## src/design/hsd_pkg.sv

```systemverilog
// Shared types, field widths and check-matrix helpers for the Hamming decoder.
// No dependencies; imported by every module of the decoder.

package hsd_pkg;

	localparam int CW_W        = 15;
	localparam int DATA_W      = 11;
	localparam int SYN_W       = 4;
	localparam int S_TDATA_W   = 16;
	localparam int M_TDATA_W   = 16;
	localparam int M_TUSER_W   = 2;
	localparam int MAX_CHK     = 6;
	localparam int MAX_LEN     = 63;

	typedef struct packed {
		logic uncorrectable;
		logic corrected;
	} hsd_flags_t;

	function automatic int hsd_popcount(input logic [MAX_CHK-1:0] v);
		int n;
		n = 0;
		for (int b = 0; b < MAX_CHK; b++) begin
			n = n + int'(v[b]);
		end
		return n;
	endfunction

	// Row idx of the transposed check matrix: multi-bit indices first, then powers of two.
	function automatic logic [MAX_CHK-1:0] hsd_row_value(input int idx, input int n,
		input int c);
		int k;
		logic [MAX_CHK-1:0] cmask;
		logic [MAX_CHK-1:0] m;
		logic [MAX_CHK-1:0] r;
		k = 0;
		r = '0;
		cmask = MAX_CHK'((1 << c) - 1);
		for (int v = 1; v <= MAX_LEN; v++) begin
			if (v <= n) begin
				m = MAX_CHK'(v) & cmask;
				if (hsd_popcount(m) > 1) begin
					if (k == idx) r = m;
					k = k + 1;
				end
			end
		end
		for (int v = 1; v <= MAX_LEN; v++) begin
			if (v <= n) begin
				m = MAX_CHK'(v) & cmask;
				if (hsd_popcount(m) <= 1) begin
					if (k == idx) r = m;
					k = k + 1;
				end
			end
		end
		return r;
	endfunction

	// Number of information positions that reach the data field.
	function automatic int hsd_flip_len(input int n, input int c);
		int d;
		d = (n > c) ? n - c : 0;
		return (d < DATA_W) ? d : DATA_W;
	endfunction

endpackage

```

## src/design/hsd_syndrome.sv

```systemverilog
// Stage 1 of the decoder: syndrome of the received word against the check matrix.
// Depends on hsd_pkg.

module hsd_syndrome import hsd_pkg::*; #(
	parameter int CODE_LENGTH = 15,
	parameter int CHECK_BITS  = 4
) (
	input  logic                  clk,
	input  logic                  arst_n,
	input  logic                  in_valid,
	output logic                  in_ready,
	input  logic [CW_W-1:0]       in_cw,
	output logic                  out_valid,
	input  logic                  out_ready,
	output logic [DATA_W-1:0]     out_data,
	output logic [CHECK_BITS-1:0] out_syn
);

	localparam int NSYN = (CODE_LENGTH < CW_W) ? CODE_LENGTH : CW_W;

	logic [CHECK_BITS-1:0] row [NSYN];
	logic [CHECK_BITS-1:0] syn;
	logic                  valid_s1;
	logic [DATA_W-1:0]     data_s1;
	logic [CHECK_BITS-1:0] syn_s1;

	for (genvar g = 0; g < NSYN; g++) begin : g_row
		localparam logic [MAX_CHK-1:0] RV = hsd_row_value(g, CODE_LENGTH, CHECK_BITS);
		assign row[g] = RV[CHECK_BITS-1:0];
	end

	always_comb begin
		syn = '0;
		for (int i = 0; i < NSYN; i++) begin
			if (in_cw[i]) syn = syn ^ row[i];
		end
	end

	assign in_ready = !valid_s1 || out_ready;

	always_ff @(posedge clk or negedge arst_n) begin
		if (!arst_n) begin
			valid_s1 <= 1'b0;
		end else if (in_ready) begin
			valid_s1 <= in_valid;
		end
	end

	always_ff @(posedge clk) begin
		if (in_valid && in_ready) begin
			data_s1 <= in_cw[DATA_W-1:0];
			syn_s1  <= syn;
		end
	end

	assign out_valid = valid_s1;
	assign out_data  = data_s1;
	assign out_syn   = syn_s1;

endmodule

```

## src/design/hsd_locate.sv

```systemverilog
// Stage 2 of the decoder: match the syndrome to a matrix row and build the flip mask.
// Depends on hsd_pkg.

module hsd_locate import hsd_pkg::*; #(
	parameter int CODE_LENGTH = 15,
	parameter int CHECK_BITS  = 4
) (
	input  logic                  clk,
	input  logic                  arst_n,
	input  logic                  in_valid,
	output logic                  in_ready,
	input  logic [DATA_W-1:0]     in_data,
	input  logic [CHECK_BITS-1:0] in_syn,
	output logic                  out_valid,
	input  logic                  out_ready,
	output logic [DATA_W-1:0]     out_data,
	output logic [DATA_W-1:0]     out_flip,
	output logic [CHECK_BITS-1:0] out_syn,
	output hsd_flags_t            out_flags
);

	localparam int NFLIP = hsd_flip_len(CODE_LENGTH, CHECK_BITS);

	logic [CHECK_BITS-1:0]  row [CODE_LENGTH];
	logic [CODE_LENGTH-1:0] hit;
	logic [DATA_W-1:0]      flip;
	logic                   seen;
	hsd_flags_t             flags;
	logic                   valid_s2;
	logic [DATA_W-1:0]      data_s2;
	logic [DATA_W-1:0]      flip_s2;
	logic [CHECK_BITS-1:0]  syn_s2;
	hsd_flags_t             flags_s2;

	for (genvar g = 0; g < CODE_LENGTH; g++) begin : g_row
		localparam logic [MAX_CHK-1:0] RV = hsd_row_value(g, CODE_LENGTH, CHECK_BITS);
		assign row[g] = RV[CHECK_BITS-1:0];
		assign hit[g] = (in_syn != '0) && (row[g] == in_syn);
	end

	always_comb begin
		flip = '0;
		seen = 1'b0;
		for (int i = 0; i < NFLIP; i++) begin
			flip[i] = hit[i] && !seen;
			seen    = seen || hit[i];
		end
		flags.corrected     = |hit;
		flags.uncorrectable = (in_syn != '0) && !(|hit);
	end

	assign in_ready = !valid_s2 || out_ready;

	always_ff @(posedge clk or negedge arst_n) begin
		if (!arst_n) begin
			valid_s2 <= 1'b0;
		end else if (in_ready) begin
			valid_s2 <= in_valid;
		end
	end

	always_ff @(posedge clk) begin
		if (in_valid && in_ready) begin
			data_s2  <= in_data;
			flip_s2  <= flip;
			syn_s2   <= in_syn;
			flags_s2 <= flags;
		end
	end

	assign out_valid = valid_s2;
	assign out_data  = data_s2;
	assign out_flip  = flip_s2;
	assign out_syn   = syn_s2;
	assign out_flags = flags_s2;

endmodule

```

## src/design/hsd_correct.sv

```systemverilog
// Stage 3 of the decoder: apply the flip mask, trim the data field, hold the output beat.
// Depends on hsd_pkg.

module hsd_correct import hsd_pkg::*; #(
	parameter int CODE_LENGTH = 15,
	parameter int CHECK_BITS  = 4
) (
	input  logic                  clk,
	input  logic                  arst_n,
	input  logic                  in_valid,
	output logic                  in_ready,
	input  logic [DATA_W-1:0]     in_data,
	input  logic [DATA_W-1:0]     in_flip,
	input  logic [CHECK_BITS-1:0] in_syn,
	input  hsd_flags_t            in_flags,
	output logic                  out_valid,
	input  logic                  out_ready,
	output logic [DATA_W-1:0]     out_data,
	output logic [SYN_W-1:0]      out_syn,
	output hsd_flags_t            out_flags
);

	localparam int NFLIP = hsd_flip_len(CODE_LENGTH, CHECK_BITS);

	logic [DATA_W-1:0] data_n;
	logic [SYN_W-1:0]  syn_n;
	logic              valid_s3;
	logic [DATA_W-1:0] data_s3;
	logic [SYN_W-1:0]  syn_s3;
	hsd_flags_t        flags_s3;

	always_comb begin
		data_n = '0;
		for (int i = 0; i < NFLIP; i++) begin
			data_n[i] = in_data[i] ^ in_flip[i];
		end
	end

	if (CHECK_BITS >= SYN_W) begin : g_syn_trim
		assign syn_n = in_syn[SYN_W-1:0];
	end else begin : g_syn_ext
		assign syn_n = SYN_W'(in_syn);
	end

	assign in_ready = !valid_s3 || out_ready;

	always_ff @(posedge clk or negedge arst_n) begin
		if (!arst_n) begin
			valid_s3 <= 1'b0;
		end else if (in_ready) begin
			valid_s3 <= in_valid;
		end
	end

	always_ff @(posedge clk) begin
		if (in_valid && in_ready) begin
			data_s3  <= data_n;
			syn_s3   <= syn_n;
			flags_s3 <= in_flags;
		end
	end

	assign out_valid = valid_s3;
	assign out_data  = data_s3;
	assign out_syn   = syn_s3;
	assign out_flags = flags_s3;

endmodule

```

## src/design/systematic_hamming_decoder.sv

```systemverilog
// Systematic Hamming single-error decoder, three register stages.
// Throughput: one codeword per cycle; the syndrome XOR, the row match and the correction
// each take one stage, and a stall holds every occupied stage without loss.
// Reset: arst_n clears the stage valid bits; payload registers are not reset.
// Depends on hsd_pkg, hsd_syndrome, hsd_locate and hsd_correct.

module systematic_hamming_decoder import hsd_pkg::*; #(
	parameter int CODE_LENGTH = 15,
	parameter int CHECK_BITS  = 4
) (
	input  logic                 clk,
	input  logic                 arst_n,
	input  logic                 s_tvalid,
	output logic                 s_tready,
	input  logic [S_TDATA_W-1:0] s_tdata,   // codeword[14:0]
	output logic                 m_tvalid,
	input  logic                 m_tready,
	output logic [M_TDATA_W-1:0] m_tdata,   // data_bits[10:0], syndrome[14:11]
	output logic [M_TUSER_W-1:0] m_tuser    // corrected[0], uncorrectable[1]
);

	localparam int PAD_W = M_TDATA_W - DATA_W - SYN_W;

	logic                  v1;
	logic                  r1;
	logic [DATA_W-1:0]     data1;
	logic [CHECK_BITS-1:0] syn1;
	logic                  v2;
	logic                  r2;
	logic [DATA_W-1:0]     data2;
	logic [DATA_W-1:0]     flip2;
	logic [CHECK_BITS-1:0] syn2;
	hsd_flags_t            flags2;
	logic [DATA_W-1:0]     data3;
	logic [SYN_W-1:0]      syn3;
	hsd_flags_t            flags3;

	hsd_syndrome #(
		.CODE_LENGTH(CODE_LENGTH),
		.CHECK_BITS (CHECK_BITS)
	) u_syndrome (
		.clk      (clk),
		.arst_n   (arst_n),
		.in_valid (s_tvalid),
		.in_ready (s_tready),
		.in_cw    (s_tdata[CW_W-1:0]),
		.out_valid(v1),
		.out_ready(r1),
		.out_data (data1),
		.out_syn  (syn1)
	);

	hsd_locate #(
		.CODE_LENGTH(CODE_LENGTH),
		.CHECK_BITS (CHECK_BITS)
	) u_locate (
		.clk      (clk),
		.arst_n   (arst_n),
		.in_valid (v1),
		.in_ready (r1),
		.in_data  (data1),
		.in_syn   (syn1),
		.out_valid(v2),
		.out_ready(r2),
		.out_data (data2),
		.out_flip (flip2),
		.out_syn  (syn2),
		.out_flags(flags2)
	);

	hsd_correct #(
		.CODE_LENGTH(CODE_LENGTH),
		.CHECK_BITS (CHECK_BITS)
	) u_correct (
		.clk      (clk),
		.arst_n   (arst_n),
		.in_valid (v2),
		.in_ready (r2),
		.in_data  (data2),
		.in_flip  (flip2),
		.in_syn   (syn2),
		.in_flags (flags2),
		.out_valid(m_tvalid),
		.out_ready(m_tready),
		.out_data (data3),
		.out_syn  (syn3),
		.out_flags(flags3)
	);

	assign m_tdata = {{PAD_W{1'b0}}, syn3, data3};
	assign m_tuser = {flags3.uncorrectable, flags3.corrected};

endmodule

```

## config.mk

```make
export PLATFORM = sky130hd
export DESIGN_NAME = systematic_hamming_decoder
export DESIGN_NICKNAME = d
export VERILOG_FILES = /design/src/design/hsd_pkg.sv /design/src/design/hsd_syndrome.sv /design/src/design/hsd_locate.sv /design/src/design/hsd_correct.sv /design/src/design/systematic_hamming_decoder.sv
export SDC_FILE = /design/constraint.sdc
export NUM_CORES = 1
export LEC_CHECK = 0
export ABC_CLOCK_PERIOD_IN_PS = 1900
export BUFFER_PORTS_ARGS = -buffer_cell sky130_fd_sc_hd__buf_2
export CAP_MARGIN = 25
export CORE_MARGIN = 1.5
export CORE_UTILIZATION = 54
export CTS_CLUSTER_SIZE = 8
export DETAILED_ROUTE_END_ITERATION = 7
export GPL_ROUTABILITY_DRIVEN = 0
export PLACE_DENSITY = 0.81
export SLEW_MARGIN = 10
export SYNTH_ARGS = -nofsm -noshare
export SYNTH_HDL_FRONTEND = slang
export SYNTH_SLANG_ARGS = --single-unit
export TNS_END_PERCENT = 20
```

## constraint.sdc

```tcl
create_clock -name clk -period 1.9 [get_ports clk]
set_input_delay 0.19 -clock clk [delete_from_list [all_inputs] [get_ports clk]]
set_output_delay 0.19 -clock clk [all_outputs]
set_load 0.05 [all_outputs]
```

==> metrics.md, run 1 <==
| Metric | Value |
|---|---|
| Delay of the slowest critical-path stage | `0.42 ns` |
| Max-slew violations | `0` |
| Antenna viol nets, final | `0` |
| DPL Wire Length | `approximately 2300 µm` |
| Vias in the first global route | `roughly 1.1k` |
| First-pass GRT wire length | `5120 µm` |
| Worst-skew pair later-pin latency | `around 0.33 ns` |
| CP Data Required Time | `approximately 1.7 ns` |
| Port Buffers | `37` |
| Met1 Use GR | `17.3%` |
| Routed len/inst | `14.0 µm` |
| Io pins | `40` |
| Synth Register Bits | `63` |
| Worst path cell trace | `nand4b_1, buf_2` |
| Met2 Usage GRT | `between 20% and 30%` |
| Slowest-stage cell, CP | `dfrtp_2` |
| DRT Wirelength | `roughly 3200 µm` |
| Worst Setup End Kind | `output port` |
| Run status | `complete, no violations` |
| Logic pwr share | `approximately 16%` |
| Global route overflow | `0` |
| Die area | `4730 µm²` |
| Part of the power in registers | `a little under three fifths` |
| Max Clock Skew | `between 0.008 and 0.009 ns` |
| Maximum capacitance violations | `0` |
| Vias per inst | `about 5.0` |
| Largest net degree at the start of global routing | `29` |
| CP startpoint | `u_correct.out_valid` |
| CTS Buf Count | `9` |
| Switching part of the total power | `26.7%` |
| Clk network pwr share | `between 20 and 30%` |
| Core area | `just over 4000 µm²` |
| Initial antenna violation count | `0` |
| Drt first pass iters | `4` |
| DRC viols | `0` |
| H-tree lvl count | `3` |
| Register area share after synthesis | `about four fifths` |
| Final worst-path cycle share | `between 70% and 80%` |
| Setup Fix Bufs, Post-CTS | `0` |
| RSZ-0062 raised after global routing | `false` |
| Layout Nets | `194` |
| Worst r2r path cells | `3` |
| Shortest period the worst path allows | `between 1 and 1.5 ns` |
| Post-Synthesis Cells | `123` |
| Sink Count | `63` |
| GRT Total Usage | `about 16%` |
| Die Wd | `68.8 µm` |
| Worst vdd rail ir drop | `around 500 µV` |
| Power Dens Cells | `around 1200 nW/µm²` |
| Leak pwr | `around 1.0 nW` |
| CTS tree | `yes` |
| Critical path class | `reg -> out` |
| Area Growth Syn to Fin | `18.1%` |
| Die Y | `around 70 µm` |
| Met3 global-route usage | `6.33%` |
| Syn Std Cell Area | `2340 µm²` |
| Yosys warns | `0` |
| WP data arrival | `between 1 and 1.5 ns` |
| Psw | `0.865 mW` |
| FMAX | `726 MHz` |
| Worst hold stages | `1` |
| Setup TNS | `0 ns` |
| Final Hold Fails | `0` |
| CTS Root Cell | `clkbuf_8` |
| Initial DRC Count | `46` |
| Clk slew on worst S/H paths | `roughly 0.060 ns` |
| Vias | `1141` |
| Syn_area_per_cell | `between 15 and 20 µm²` |
| Share of layout cells above drive strength 1 | `between 20% and 30%` |
| Min-delay src | `s_tdata[2]` |
| Crit-path max FO | `4` |
| Startpoint class of the critical path | `flop` |
| Final Setup Violations | `0` |
| GRT Max-Usage Layer | `met2` |
| Internal Power | `2.37 mW` |
| Yosys cell types | `16` |
| Row cnt | `23` |
| N_diodes | `0` |
| Overall Power | `approximately 3.2 mW` |
| Worst min-delay path category | `in -> reg` |
| Starting Density | `57.2%` |
| Max Root-Sink Buffers | `2` |
| Worst reg2reg startpoint | `u_correct.out_valid` |
[cell usage in the layout, fill, tap and decap left out]
master	count
buf_4	2
dlygate4sd3_1	1
clkinv_1	2
dfrtp_2	1
nor2_1	9
clkbuf_1	5
buf_2	37
xnor2_2	1
or4_1	1
nand3b_1	1
edfxtp_1	60
nand2_1	2
and2_1	2
xnor2_1	13
nor3_1	2
xor2_1	15
conb_1	2
and2_4	1
xnor3_1	2
nand4b_1	1
dfrtp_1	2
nand2b_1	8
clkbuf_8	9
[per-stage QoR]
stage	utilization [%]	hold slack (ns)	instances	worst slack, ns	cell area (µm²)
3_5_place_dp	63.7	-0.0101	212	0.572	2600
2_1_floorplan	-	-0.106	124	0.110	2350
5_1_grt	67.6	0.0507	229	0.449	2760
4_1_cts	67.6	0.0568	229	0.513	2760
3_3_place_gp	63.7	-0.0176	212	0.624	2600
6_report	67.6	0.0629	229	0.523	2760
[cells by family (layout without fill, tap and decap cells)]
| group | Yosys count | in the layout | share of synthesized area, % |
|---|---|---|---|
| DFF | 63 | 63 | 80.3 |
| xor gates and xnor gates | 31 | 31 | 13.1 |
| other | 1 | 2 | 0.160 |
| and+or+nand+nor | 27 | 27 | 6.15 |
| buffers and inverters | 1 | 56 | 0.321 |
[critical path, delay by kind of cell (launching register included)]
kind / cells / cell delay [ns]
buffers and inverters: 1 / 0.29
flip-flops: 1 / 0.42
AND/OR/NAND/NOR: 1 / 0.15
[layout make-up]
type | instances | area, µm²
timing repair buffer | 40 | 210
clock inverter | 2 | 7.51
fill | 282 | 1330
tap | 50 | 62.6
sequential | 63 | 1880
clock buffer | 14 | 143
multi-input combinational | 60 | 460
[worst paths after layout]
| path | to | slack [ns] |
|---|---|---|
| worst max-delay path | s_tready | 0.52 |
| worst min-delay path | u_syndrome.out_data[2] | 0.06 |
| worst max register to register | u_locate.out_data[3] | 0.56 |
| max in group asynchronous | u_correct.out_valid | 1.58 |
| min in group asynchronous | u_syndrome.out_valid | 0.20 |
| worst min register to register | u_locate.out_data[10] | 0.42 |
[sequential cells by signal, summed over array words and instances, names as in the netlist]
| register | flops |
|---|---|
| u_correct.out_data | 11 |
| u_correct.out_flags | 2 |
| u_correct.out_syn | 4 |
| u_correct.out_valid | 1 |
| u_locate.out_data | 11 |
| u_locate.out_flags | 2 |
| u_locate.out_flip | 11 |
| u_locate.out_syn | 4 |
| u_locate.out_valid | 1 |
| u_syndrome.out_data | 11 |
| u_syndrome.out_syn | 4 |
| u_syndrome.out_valid | 1 |
[cells in the mapped netlist (all sizes together)]
library cell | count | area [µm²]
xnor3 | 2 | 45.0
dfrtp | 3 | 75.1
nor3 | 2 | 10.0
buf | 1 | 7.51
conb | 1 | 3.75
nand2 | 2 | 7.51
xnor2 | 14 | 130
nor2 | 9 | 33.8
nand2b | 8 | 50.1
nand3b | 1 | 7.51
nand4b | 1 | 8.76
xor2 | 15 | 131
or4 | 1 | 7.51
and2 | 3 | 18.8
edfxtp | 60 | 1800
[power groups by stage]
| stage | clock network [mW] | logic (mW) | registers [mW] |
|---|---|---|---|
| after detailed placement | 0 | 0.519 | 1.85 |
| after CTS | 0.929 | 0.522 | 1.82 |
| after floorplan | 0 | 0.215 | 2.01 |
| after global placement | 0 | 0.500 | 1.83 |
| after global routing | 0.997 | 0.551 | 1.84 |
| final | 0.902 | 0.516 | 1.82 |
[layer usage]
metal / vias up / wire [µm] / share of wire, %
li1: 545 / - / -
met3: 10 / 242 / 7.5
met1: 531 / 1180 / 37
met2: 55 / 1680 / 52
met5: - / 0 / 0
met4: 0 / 101 / 3.1
[timing repair]
| action | in CTS | in global routing |
|---|---|---|
| hold buffers | 1 | 0 |
| gates resized for setup | 0 | 0 |
| endpoints found under the hold margin | 3 | 0 |
Power figures use the tool's default switching activity.
==> run 2: changes to the inputs <==
--- a/config.mk
+++ b/config.mk
@@ -5,7 +5,7 @@
 export SDC_FILE = /design/constraint.sdc
 export NUM_CORES = 1
 export LEC_CHECK = 0
-export ABC_CLOCK_PERIOD_IN_PS = 1900
+export ABC_CLOCK_PERIOD_IN_PS = 1400
 export BUFFER_PORTS_ARGS = -buffer_cell sky130_fd_sc_hd__buf_2
 export CAP_MARGIN = 25
 export CORE_MARGIN = 1.5
==> constraint.sdc (replaced) <==
create_clock -name clk -period 1.4 [get_ports clk]
set_input_delay 0.14 -clock clk [delete_from_list [all_inputs] [get_ports clk]]
set_output_delay 0.14 -clock clk [all_outputs]
set_load 0.05 [all_outputs]
==> run 2 against run 1 <==
Compared with the run above: highest routed layer unchanged; power up 42%; worst hold slack worse by 0.042 ns; clock power up 57%; critical path type unchanged; core utilization up 1.5 points.
==> metrics.md, run 2 (synthesis results as in run 1) <==
| Metric | Value |
|---|---|
| Run status | `complete, no violations` |
| Worst min-delay path category | `in -> reg` |
| Met2 wire length | `1470 µm` |
| Max Root-Sink Buffers | `2` |
| Final worst-path cycle share | `between 90% and 100%` |
| Inst Count DP | `about 210` |
| N_diodes | `0` |
| Startpoint class of the critical path | `flop` |
| Crit-path max FO | `4` |
| Layout Nets | `195` |
| Clk slew on worst S/H paths | `0.06 ns` |
| Vias in the first global route | `~1.1k` |
| RSZ-0062 raised after global routing | `false` |
| Drt first pass iters | `4` |
| Power Dens Cells | `about 1600 nW/µm²` |
| Row cnt | `23` |
| Max-slew violations | `0` |
| Initial antenna violation count | `0` |
| Die Wd | `68.8 µm` |
| Critical path class | `reg -> out` |
| Setup TNS | `0 ns` |
| First-pass GRT wire length | `approximately 4600 µm` |
| Sink Count | `between 60 and 70` |
| CTS Root Cell | `clkbuf_8` |
| GRT Total Usage | `between 10 and 15%` |
| Max layer used | `met4` |
| Metal3 WL | `~220 µm` |
| Vias per inst | `4.92` |
| Worst vdd rail ir drop | `between 700 and 800 µV` |
| Met1 wire length | `around 1200 µm` |
| Port Buffers | `37` |
| Maximum capacitance violations | `0` |
| WP data arrival | `approximately 1.2 ns` |
| Most frequent cells in the layout | `edfxtp_1 (60), buf_2 (37), xor2_1 (15)` |
| Io pins | `40` |
| DPL Wire Length | `2150 µm` |
| CP Data Required Time | `~1.3 ns` |
| Global route overflow | `0` |
| DRT Wirelength | `around 3000 µm` |
| Die Y | `68.8 µm` |
| Final Hold Fails | `0` |
| Shortest period the worst path allows | `roughly 1.3 ns` |
| Layout Cells excl Fill | `230` |
| Routed len/inst | `roughly 13 µm` |
| Core area | `about 4100 µm²` |
| Antenna viol nets, final | `0` |
| CTS resizes | `0` |
| Share of layout cells above drive strength 1 | `31.1%` |
| FMAX | `762 MHz` |
| DRC viols | `0` |
| CTS Buf Count | `9` |
| Area Growth Syn to Fin | `20.8%` |
| Vias | `1131` |
| Most common cell after layout, fill and taps aside | `edfxtp_1` |
| Die area | `about 4700 µm²` |
| Worst-skew pair later-pin latency | `approximately 0.32 ns` |
| Final Setup Violations | `0` |
| Leak pwr | `between 1 and 1.5 nW` |
| Worst Setup End Kind | `output port` |
| H-tree lvl count | `3` |
| Initial DRC Count | `71` |
| Largest net degree at the start of global routing | `29` |
| Starting Density | `a little under three fifths` |
| CTS tree | `yes` |
| Max Clock Skew | `0.00704 ns` |
[run 2: cell types whose count changed in the layout (fill, tap and decap cells not counted)]
| cell | before | now |
|---|---|---|
| clkbuf_1 | 5 | 2 |
| clkinv_2 | 0 | 3 |
| buf_12 | 0 | 2 |
| clkinv_1 | 2 | 1 |
| bufinv_16 | 0 | 1 |
| buf_4 | 2 | 1 |
[run 2: final timing paths]
check / from / endpoint / slack [ns] / cells after the start
max: u_correct.out_valid / s_tready / 0.09 / 2
min: s_tdata[7] / u_syndrome.out_data[7] / 0.02 / 1
max reg2reg: u_syndrome.out_syn[0] / u_locate.out_flags[0] / 0.13 / 1
min reg2reg: u_locate.out_flags[0] / u_correct.out_flags[0] / 0.42 / 0
max in group asynchronous: arst_n / u_correct.out_valid / 1.14 / 2
min in group asynchronous: arst_n / u_syndrome.out_valid / 0.14 / 2
[run 2: critical path, stage by stage (launching register included)]
cell and delay [ns]:
dfrtp_2 0.42, nand4b_1 0.15, buf_2 0.29
[run 2: final cells by class]
type / count / area, µm²
sequential: 63 / 1880
fill: 274 / 1260
multi-input combinational: 60 / 460
timing repair buffer: 41 / 243
clock buffer: 11 / 131
tap: 50 / 62.6
clock inverter: 5 / 48.8
[run 2: report_power, final]
group,total (mW),switching [mW],internal (mW)
clock,1.42,0.614,0.807
sequential,2.46,0.0899,2.37
combinational,0.731,0.490,0.242
total,4.61,1.19,3.41
[run 2: per-layer routing]
| layer | GRT usage (%) | vias up |
|---|---|---|
| met2 | 23.9 | 47 |
| met3 | 4.87 | 7 |
| met4 | 8.82 | 0 |
| met1 | 15.5 | 530 |
| met5 | 0 | - |
| li1 | - | 547 |
[run 2: through the flow]
step,power (mW),utilization (%),area (µm²),setup WS [ns],hold slack (ns)
finish,4.61,69.1,2820,0.0878,0.0204
global placement,3.19,64.5,2630,0.174,-0.0676
floorplan,3.02,-,2350,-0.390,-0.156
global route,4.79,69.1,2820,0.0326,0.0123
CTS,4.65,69.1,2820,0.0766,0.0102
detailed placement,3.23,64.5,2630,0.144,-0.0628
[run 2: repair_timing]
| action | 4_1_cts | 5_1_grt |
|---|---|---|
| endpoints found under the hold margin | 3 | 0 |
| setup buffers | 0 | 0 |
| endpoints found under the setup margin | 0 | 0 |
| hold buffers | 1 | 0 |
==> run 3: changes to the inputs <==
--- a/config.mk
+++ b/config.mk
@@ -13,7 +13,7 @@
 export CTS_CLUSTER_SIZE = 8
 export DETAILED_ROUTE_END_ITERATION = 7
 export GPL_ROUTABILITY_DRIVEN = 0
-export PLACE_DENSITY = 0.81
+export PLACE_DENSITY = 0.84
 export SLEW_MARGIN = 10
 export SYNTH_ARGS = -nofsm -noshare
 export SYNTH_HDL_FRONTEND = slang
==> run 3 against run 2 <==
Compared with the run above: clock-buffer cell count unchanged; non-clock buffer count up 1; power down 3.6%; worst setup slack worse by 0.022 ns; combinational power up 2%; maximum frequency down 1.7%; clock power down 13%; critical path type is now in -> reg; critical endpoint is now u_syndrome.out_syn[0].
==> metrics.md, run 3 (synthesis results as in run 1) <==
| Metric | Value |
|---|---|
| Final worst-path cycle share | `between 90% and 100%` |
| Layout Cells excl Fill | `231` |
| Global route overflow | `0` |
| Initial antenna violation count | `0` |
| Clk slew on worst S/H paths | `approximately 0.06 ns` |
| First-pass GRT wire length | `approximately 4900 µm` |
| CP Data Required Time | `~1.5 ns` |
| Most common cell after layout, fill and taps aside | `edfxtp_1` |
| Die Wd | `between 60 and 70 µm` |
| Inst Count DP | `213` |
| Die Y | `roughly 69 µm` |
| Port Buffers | `37` |
| WP data arrival | `roughly 1.4 ns` |
| DPL Wire Length | `2220 µm` |
| DRT Wirelength | `3180 µm` |
| Max Root-Sink Buffers | `2` |
| Fill cells | `275` |
| FMAX | `approximately 750 MHz` |
| Initial DRC Count | `a little under 60` |
| Max-slew violations | `0` |
| Worst vdd rail ir drop | `824 µV` |
| N_diodes | `0` |
| Power Dens Cells | `~1600 nW/µm²` |
| Core area | `roughly 4100 µm²` |
| Setup Fix Bufs, Post-CTS | `0` |
| Worst-skew pair later-pin latency | `0.32 ns` |
| Run status | `complete, no violations` |
| Vias in the first global route | `1072` |
| H-tree lvl count | `3` |
| Final Setup Violations | `0` |
| RSZ-0062 raised after global routing | `false` |
| Drt first pass iters | `4` |
| CTS tree | `yes` |
| Vias | `approximately 1.1k` |
| Most frequent cells in the layout | `edfxtp_1 (60), buf_2 (37), xor2_1 (15)` |
| Share of layout cells above drive strength 1 | `30.4%` |
| Largest net degree at the start of global routing | `29` |
| Overall Power | `approximately 4.4 mW` |
| Starting Density | `between 50 and 60%` |
| Setup TNS | `0 ns` |
| Layout Nets | `slightly below 200` |
| Die area | `between 4000 and 5000 µm²` |
| Final Hold Fails | `0` |
| Leak pwr | `1.06 nW` |
| Crit-path max FO | `2` |
| CTS Buf Count | `9` |
| Antenna viol nets, final | `0` |
| Worst Setup End Kind | `flop` |
| Final design utilization | `between 60% and 70%` |
| Area Growth Syn to Fin | `20.2%` |
| Routed len/inst | `approximately 14 µm` |
| Maximum capacitance violations | `0` |
| Max Clock Skew | `approximately 0.0049 ns` |
| Critical path class | `in -> reg` |
| Worst min-delay path category | `in -> reg` |
| Shortest period the worst path allows | `1.33 ns` |
| CTS Root Cell | `clkbuf_8` |
| WHS | `around 0.018 ns` |
| Vias per inst | `just under 5` |
| Io pins | `40` |
| DRC viols | `0` |
| Row cnt | `23` |
| Sink Count | `63` |
| GRT Total Usage | `around 16%` |
| Startpoint class of the critical path | `input port` |
## run 3: cell count changes in the layout (fill, tap and decap cells not counted)
cell           previous run  this run
dlygate4sd3_1             1         2
bufinv_16                 1         0
clkinvlp_4                0         1
clkinv_1                  1         2
clkinv_2                  3         2
## run 3: final timing paths
| kind | slack, ns | cells past startpoint | end | start |
|---|---|---|---|---|
| hold reg to reg | 0.42 | 0 | u_locate.out_data[3] | u_syndrome.out_data[3] |
| hold / removal | 0.02 | 1 | u_syndrome.out_data[2] | s_tdata[2] |
| setup / recovery | 0.07 | 5 | u_syndrome.out_syn[0] | s_tdata[1] |
| max in group asynchronous | 1.11 | 2 | u_correct.out_valid | arst_n |
| setup reg to reg | 0.11 | 1 | u_locate.out_flags[0] | u_syndrome.out_syn[0] |
| min in group asynchronous | 0.17 | 2 | u_syndrome.out_valid | arst_n |
## run 3: report_power, final
part           total, mW  internal, mW  leakage, nW  switching, mW
sequential          2.46          2.37        0.611         0.0915
combinational      0.742         0.243        0.370          0.499
clock               1.24         0.624       0.0782          0.619
total               4.44          3.23         1.06           1.21
## run 3: routing by layer
metal | vias to the layer above | wire length [µm] | global-route usage, %
li1 | 547 | - | -
met1 | 529 | 1280 | 17.1
met2 | 44 | 1630 | 25.5
met3 | 4 | 219 | 8.28
met4 | 0 | 48 | 8.09
met5 | - | 0 | 0
## run 3: layout make-up
type	instances	area, µm²	share of cell area (%)
timing repair buffer	42	253	8.99
clock buffer	11	131	4.67
multi-input combinational	60	460	16.4
tap	50	62.6	2.23
clock inverter	5	25.0	0.890
sequential	63	1880	66.8
## run 3: repair_timing
item,4_1_cts,5_1_grt
endpoints found under the hold margin,3,1
resized for setup,0,0
hold buffers,1,1
## run 3: worst max-delay path, cell delays in order
cell and delay (ns):
dlygate4sd3_1 0.53, buf_2 0.13, xnor2_1 0.31, xor2_1 0.22
xnor2_1 0.08
## run 3: per-stage QoR
stage / instance area [µm²] / setup slack [ns]
after floorplan: 2350 / -0.390
after global placement: 2630 / 0.174
after detailed placement: 2630 / 0.124
after CTS: 2800 / 0.0719
after global routing: 2810 / 0.00274
final: 2810 / 0.0655
